==> src/hdl/vvf_pkg.sv <==
// ----------------------------------------------------------------------------
// vvf_pkg: shared definitions of the viewport fit block
// Widths, register indexes, fit mode codes and the sideband that travels
// alongside the divider pipeline.
// ----------------------------------------------------------------------------
package vvf_pkg;

	localparam int DIM_BITS    = 13;
	localparam int DIVD_BITS   = 2 * DIM_BITS;
	localparam int DIV_STEPS   = DIVD_BITS;
	localparam int DIV_LANES   = 2;
	localparam int LANE_W      = 0;
	localparam int LANE_H      = 1;
	localparam int PCT_SCALE   = 100;
	localparam int BORDER_BITS = 8;
	localparam int CFG_BITS    = DIM_BITS;
	localparam int TDATA_BITS  = ((4 * DIM_BITS + 7) / 8) * 8;

	typedef logic [DIM_BITS-1:0]  dim_t;
	typedef logic [DIVD_BITS-1:0] wide_t;

	typedef enum logic [1:0] {
		REG_BORDER   = 2'd0,
		REG_FIT_MODE = 2'd1,
		REG_PARAM_W  = 2'd2,
		REG_PARAM_H  = 2'd3
	} reg_idx_t;

	typedef enum logic [2:0] {
		FIT_FULL         = 3'd0,
		FIT_PERCENT      = 3'd1,
		FIT_ORIG_SIZE    = 3'd2,
		FIT_CUSTOM_SIZE  = 3'd3,
		FIT_ORIG_RATIO   = 3'd4,
		FIT_CUSTOM_RATIO = 3'd5
	} fit_mode_t;

	// Per-item context carried through the divider stages
	typedef struct packed {
		logic empty;
		logic wide;
		logic rh_zero;
		dim_t sw;
		dim_t sh;
		dim_t pw;
		dim_t ph;
	} side_t;

endpackage

==> src/hdl/vvf_div.sv <==
// ----------------------------------------------------------------------------
// vvf_div: pipelined two-lane restoring divider
// One quotient bit per stage in each lane; a context word and a valid bit
// travel with every item. All stages advance together on en.
// ----------------------------------------------------------------------------
module vvf_div (
	input  logic                                                   clk,
	input  logic                                                   arst_n,
	input  logic                                                   en,
	input  logic                                                   in_valid,
	input  logic [vvf_pkg::DIV_LANES-1:0][vvf_pkg::DIVD_BITS-1:0] in_dvd,
	input  logic [vvf_pkg::DIV_LANES-1:0][vvf_pkg::DIM_BITS-1:0]  in_dvs,
	input  vvf_pkg::side_t                                         in_side,
	output logic                                                   out_valid,
	output logic [vvf_pkg::DIV_LANES-1:0][vvf_pkg::DIVD_BITS-1:0] out_quo,
	output vvf_pkg::side_t                                         out_side
);

	localparam int STEPS = vvf_pkg::DIV_STEPS;
	localparam int LANES = vvf_pkg::DIV_LANES;
	localparam int DW    = vvf_pkg::DIM_BITS;
	localparam int QW    = vvf_pkg::DIVD_BITS;

	logic                          vld_s  [STEPS];
	logic [LANES-1:0][DW-1:0]      rem_s  [STEPS];
	logic [LANES-1:0][QW-1:0]      dd_s   [STEPS];
	logic [LANES-1:0][DW-1:0]      dvs_s  [STEPS];
	vvf_pkg::side_t                side_s [STEPS];

	logic [LANES-1:0][DW-1:0]      prv_rem [STEPS];
	logic [LANES-1:0][QW-1:0]      prv_dd  [STEPS];
	logic [LANES-1:0][DW-1:0]      prv_dvs [STEPS];
	logic [LANES-1:0][DW-1:0]      nxt_rem [STEPS];
	logic [LANES-1:0][QW-1:0]      nxt_dd  [STEPS];

	// Stage inputs: the ports for the first stage, the stage before otherwise
	always_comb begin
		prv_rem[0] = '0;
		prv_dd[0]  = in_dvd;
		prv_dvs[0] = in_dvs;
		for (int k = 1; k < STEPS; k++) begin
			prv_rem[k] = rem_s[k-1];
			prv_dd[k]  = dd_s[k-1];
			prv_dvs[k] = dvs_s[k-1];
		end
	end

	// One restoring step: shift in the next dividend bit, subtract if it fits
	always_comb begin
		logic [DW+1:0] diff;
		diff = '0;
		for (int k = 0; k < STEPS; k++) begin
			for (int l = 0; l < LANES; l++) begin
				diff = {1'b0, prv_rem[k][l], prv_dd[k][l][QW-1]} - {2'b00, prv_dvs[k][l]};
				if (diff[DW+1]) begin
					nxt_rem[k][l] = {prv_rem[k][l][DW-2:0], prv_dd[k][l][QW-1]};
					nxt_dd[k][l]  = {prv_dd[k][l][QW-2:0], 1'b0};
				end else begin
					nxt_rem[k][l] = diff[DW-1:0];
					nxt_dd[k][l]  = {prv_dd[k][l][QW-2:0], 1'b1};
				end
			end
		end
	end

	always_ff @(posedge clk or negedge arst_n) begin
		if (!arst_n) begin
			for (int k = 0; k < STEPS; k++) begin
				vld_s[k] <= 1'b0;
			end
		end else if (en) begin
			vld_s[0] <= in_valid;
			for (int k = 1; k < STEPS; k++) begin
				vld_s[k] <= vld_s[k-1];
			end
		end
	end

	always_ff @(posedge clk) begin
		if (en) begin
			side_s[0] <= in_side;
			for (int k = 0; k < STEPS; k++) begin
				rem_s[k] <= nxt_rem[k];
				dd_s[k]  <= nxt_dd[k];
				dvs_s[k] <= prv_dvs[k];
			end
			for (int k = 1; k < STEPS; k++) begin
				side_s[k] <= side_s[k-1];
			end
		end
	end

	assign out_valid = vld_s[STEPS-1];
	assign out_quo   = dd_s[STEPS-1];
	assign out_side  = side_s[STEPS-1];

endmodule

==> config.mk <==
export PLATFORM = sky130hd
export DESIGN_NAME = vvf_div
export DESIGN_NICKNAME = d
export VERILOG_FILES = /design/src/hdl/vvf_pkg.sv /design/src/hdl/vvf_div.sv
export SDC_FILE = /design/constraint.sdc
export NUM_CORES = 2
export LEC_CHECK = 0
export BUFFER_PORTS_ARGS = -buffer_cell sky130_fd_sc_hd__buf_2
export CORE_MARGIN = 5
export CORE_UTILIZATION = 55
export CTS_BUF_LIST = sky130_fd_sc_hd__clkbuf_16
export DETAILED_ROUTE_END_ITERATION = 16
export MAX_ROUTING_LAYER = met4
export PLACE_DENSITY_LB_ADDON = 0.12
export SYNTH_ARGS = -nofsm -noshare
export SYNTH_HDL_FRONTEND = slang
export SYNTH_MEMORY_MAX_BITS = 65536
export SYNTH_SLANG_ARGS = --single-unit
==> constraint.sdc <==
create_clock -name clk -period 2.5 [get_ports clk]
set_input_delay 0.5 -clock clk [delete_from_list [all_inputs] [get_ports clk]]
set_output_delay 0.5 -clock clk [all_outputs]
set_load 0.02 [all_outputs]
# Word level (Yosys, flattened, before mapping)
# Memory sizes are Yosys's and may differ from the RTL's.
# Index checks and enable logic that the tools add are counted.
# op_classes
add_sub_neg,52
mux,106
# op_table
op,n
subtractor 14 x 13 -> 15 bit,50
2-to-1 mux 13 bit,52
2-to-1 mux 1 bit,54
subtractor 1 x 13 -> 14 bit,2
# word_totals
register_bits,26
ramBits,4134
input_bits,137
output_inout_bits,108
elab_cells,188
memories,4
# memory_table
memory,words,width,read_ports,rd_ports_with_merged_regs,write_ports,line_no,source
side_s,26,55,26,0,26,vvf_div.sv:28,vvf_pkg::side_t side_s [STEPS];
dd_s,26,52,26,0,26,vvf_div.sv:26,logic [LANES-1:0][QW-1:0] dd_s [STEPS];
dvs_s,26,26,25,0,26,vvf_div.sv:27,logic [LANES-1:0][DW-1:0] dvs_s [STEPS];
rem_s,26,26,25,0,26,vvf_div.sv:25,logic [LANES-1:0][DW-1:0] rem_s [STEPS];

# Logic depth before layout (Yosys ltp)
# An unclocked memory read counts as a cell.
# depth
word_depth,3
mapped_depth,11
depth_no_buf,9

# Worst setup path after synthesis
# OpenSTA, ideal clock, no wires.
# synth_path
path_kind,register -> register
start,memory dvs_s[0][195] (netlist bit)
end,memory rem_s[0][226] (netlist bit) (data pin)
setup_time_ns,0.262
arrival_time_ns,2.379
path_slack_ns,-0.141
stages_incl_launch_ff,10
path_buffers,1
period_less_slack_ns,2.641
path_cell_list,edfxtp_1 -> ha_1 -> fa_1 -> and2b_1 -> o2111ai_2 -> a31oi_1 -> o2111ai_2 -> a21oi_4 -> buf_6 -> mux2_1
# synth_lines
element,line_no
from (decl),vvf_div.sv:27
to (decl),vvf_div.sv:25

==> results.sh <==
export IMPL_status="finished with violations"
export IMPL_violations="setup timing"
export IMPL_viasPerCell=5.21
export IMPL_stdcell_area_um2=195000
export IMPL_synth_avg_cell_area_um2=17.3
export IMPL_vdd_drop_max_mv=0.780
export IMPL_post_route_min_period_ps=2640
export IMPL_critPathRequiredTime_ps=3120
export IMPL_crit_type="reg -> reg"
export IMPL_vias=80300
export IMPL_cts_made_buffers=407
export IMPL_crit_path_end_kind="register"
export IMPL_slew_headroom_pct=30.2
export IMPL_reg2reg_depth=9
export IMPL_dr_pass1_iters=7
export IMPL_netSwitchingFraction_pct=27.7
export IMPL_path_delay_family="compound AO/OA/AOI/OAI gates"
export IMPL_synthDistinctLibCells=77
export IMPL_ys_seq_area_share_pct=75.8
export IMPL_fin_ws_ps=-140
export IMPL_p_comb_share_pct=29.4
export IMPL_ant_nets=0
export IMPL_core_um2=294000
export IMPL_r2r_start="dvs_s[0][208]"
export IMPL_drc_errors=0
export IMPL_fin_tns_setup_ps=-10620
export IMPL_ys_ff_latch=4108
export IMPL_setup_viol=233
export IMPL_track_usage_pct=17.5
export IMPL_path_cells="ha_2 -> fa_2 -> nor2b_4 -> o2111ai_4 -> a21oi_4 -> o2111ai_4 -> a31oi_4 -> buf_12 -> mux2_4"
export IMPL_cp_slowest_cell="edfxtp_1"
export IMPL_crit_fanout=12
export IMPL_final_nets=12000
export IMPL_skew_ps=98.7
export IMPL_drt_iter0_markers=4355
export IMPL_clockPowerShare_pct=27.9
export IMPL_synth_flop_cell="edfxtp_1"
export IMPL_clock_fmax_mhz=379
export IMPL_reg2reg_to="rem_s[0][240]"
export IMPL_wirelength_um=265000
export IMPL_worstMarginPinSlew_ps=1040
export IMPL_fill_cells=19700
export IMPL_antenna_found_initial=7
export IMPL_ios=245
export IMPL_insertion_delay_ps=960
export IMPL_leakagePower_nw=75.1
export IMPL_fp_row_count=199
export IMPL_power_density_nw_per_um2=1120
export IMPL_portBuffers=244
export IMPL_path_buf_inv=1
export IMPL_grt_max_degree=130
export IMPL_power_frac_seq_pct=42.7
export IMPL_seqCellArea_um2=123000
export IMPL_rsz0062_at_grt="yes"
export IMPL_hold_viol=0
export IMPL_drive_above_1_share_pct=24.7
export IMPL_die_h_um=554
export IMPL_place_area_um2=175000
export IMPL_wl_per_cell_um=17.2
export IMPL_grt_overflow_total=0
export IMPL_switching_power_w=0.0604
export IMPL_dp_cells=14300
export IMPL_synth_edf_count=4082
export IMPL_async_reset_ff_share_pct=0.633
export IMPL_cts_tree="yes"
export IMPL_place_ws_ps=-369
export IMPL_first_global_vias=84000
export IMPL_area_growth_pct=20.1
export IMPL_die_w_um=554
export IMPL_clkTransAtPathRegs_ps=60
export IMPL_cts_sinks=4108
export IMPL_ff2ff_setup_slack_ps=-140
export IMPL_slowest_delay_ps=390
export IMPL_cp_arrival_ps=3260
export IMPL_multi_input_area_um2=37600
export IMPL_finalCritPeriodShare_pct=106
export IMPL_final_cell_mix="edfxtp_1, buf_4, inv_1, ha_1, clkbuf_16"
export IMPL_place_congestion=0.920
export IMPL_cp_start_kind="register"
export IMPL_cts_root_buf="clkbuf_16"
export IMPL_ctsHtreeMaxLevel=5
export IMPL_synthCells=9375
export IMPL_finalNonFillerCells=15400
export IMPL_cpMostUsedCell="o2111ai_4"
export IMPL_start_util_pct=55.3
export IMPL_synth_warnings=0
export IMPL_hp_class="in -> async"
export IMPL_final_common_cell="edfxtp_1"
export IMPL_maxSlewViolCount=0
export IMPL_syn_cell_area_um2=163000
export IMPL_dieArea_um2=306000
export IMPL_intPower_w=0.157
export IMPL_drv_cap=0
export IMPL_cts_max_path_buffers=4
export IMPL_grt_pass1_wl_um=426000
export IMPL_dp_hpwl_um=175000
==> cell usage after synthesis (20+ instances only) <==
cell type     n  area, um^2
o31a_1       91         797
a21o_1      230        1730
mux2_2      382        4300
mux2_4       20         300
xnor2_1     281        2460
nor3_1      183         916
xor2_1       99         867
a211oi_1     53         398
nor2b_1     101         632
o21a_1      135        1010
nand4_1      45         282
fa_1         48         961
nand3_1      55         275
o21ai_0     170         851
o31ai_1      88         661
nor2b_4      39         537
edfxtp_1   4082      123000
inv_1       891        3340
a31oi_1      44         275
mux2i_1     182        1820
ha_1        652        8160
nand2_1     228         856
a41oi_2      42         683
nor4_1       49         307
o211ai_1     89         668
nor2_1      422        1580
o2111ai_1    43         377
buf_4       110         826
buf_6        48         541
dfrtp_1      26         651
a21oi_1     270        1350
and3_1       53         332
==> how the worst max path moves through the flow <==
stage | slack, ps | cells past startpoint | startpoint | to
floorplan | -90 | 9 | dvs_s[0][195] | rem_s[0][226]
global placement | -340 | 9 | dd_s[1][311] | rem_s[1][172]
detailed placement | -370 | 9 | dd_s[1][311] | rem_s[1][173]
CTS | -160 | 9 | dvs_s[0][195] | rem_s[0][232]
global route | -240 | 9 | dvs_s[0][195] | rem_s[0][226]
finish | -140 | 9 | dvs_s[0][208] | rem_s[0][240]
==> power groups by stage <==
stage / Sequential (W) / Combinational [W] / Clock (W)
2_1_floorplan: 0.0922 / 0.0409 / 0
3_3_place_gp: 0.0939 / 0.0538 / 0
3_5_place_dp: 0.0941 / 0.0558 / 0
4_1_cts: 0.0928 / 0.0607 / 0.0626
5_1_grt: 0.0937 / 0.0698 / 0.0657
6_report: 0.0928 / 0.0640 / 0.0608
==> sequential cells by signal (all words and copies together), names as in the netlist <==
register   cells
dd_s        1352
dvs_s        650
out_valid      1
rem_s        650
side_s      1430
vld_s         25
==> cells by family (layout without fill, tap and decap cells) <==
logic type	after synthesis	count (layout)	share of synthesized area [%]
flops	4108	4108	75.8
compound gates	1321	1358	5.86
simple gates	1214	1214	3.70
buf+inv	1055	3130	2.92
fa+ha+maj	700	700	5.61
mux	596	596	4.04
xor+xnor	380	380	2.05
other cells	1	12	0.00231
==> per-stage QoR <==
stage               hold slack (ps)  utilization [%]  total power, W
floorplan                       204                -           0.133
global placement                400             59.6           0.148
detailed placement              405             59.6           0.150
CTS                            80.7             65.6           0.216
global route                    116             66.4           0.229
finish                          174             66.4           0.218
==> timing repair <==
item | 4_1_cts | 5_1_grt
hold buffers | 135 | 0
setup buffers | 97 | 108
endpoints found under the hold margin | 161 | 0
endpoints found under the setup margin | 603 | 569
resized for setup | 349 | 292
gates cloned | 30 | 9
pin swaps | 164 | 155
==> layout make-up <==
cell class              instances  share of cell area (%)
flip-flops and latches       4108                    63.1
multi-input cells            4258                    19.3
repair buffers               1487                    6.37
clock buffers                 413                    5.30
well taps                    3919                    2.51
inverters                     891                    1.72
clock inverters               339                    1.69
diodes                          2                 0.00256
==> per-layer routing <==
layer / routed length, um / global-route usage [%] / up-vias
met2: 141000 / 31.3 / 1349
met4: 11400 / 7.43 / 0
met1: 104000 / 19.8 / 39100
met3: 8300 / 2.15 / 669
met5: 0 / - / -
li1: - / - / 39200
Note: power is estimated with default switching activity, not from simulation.
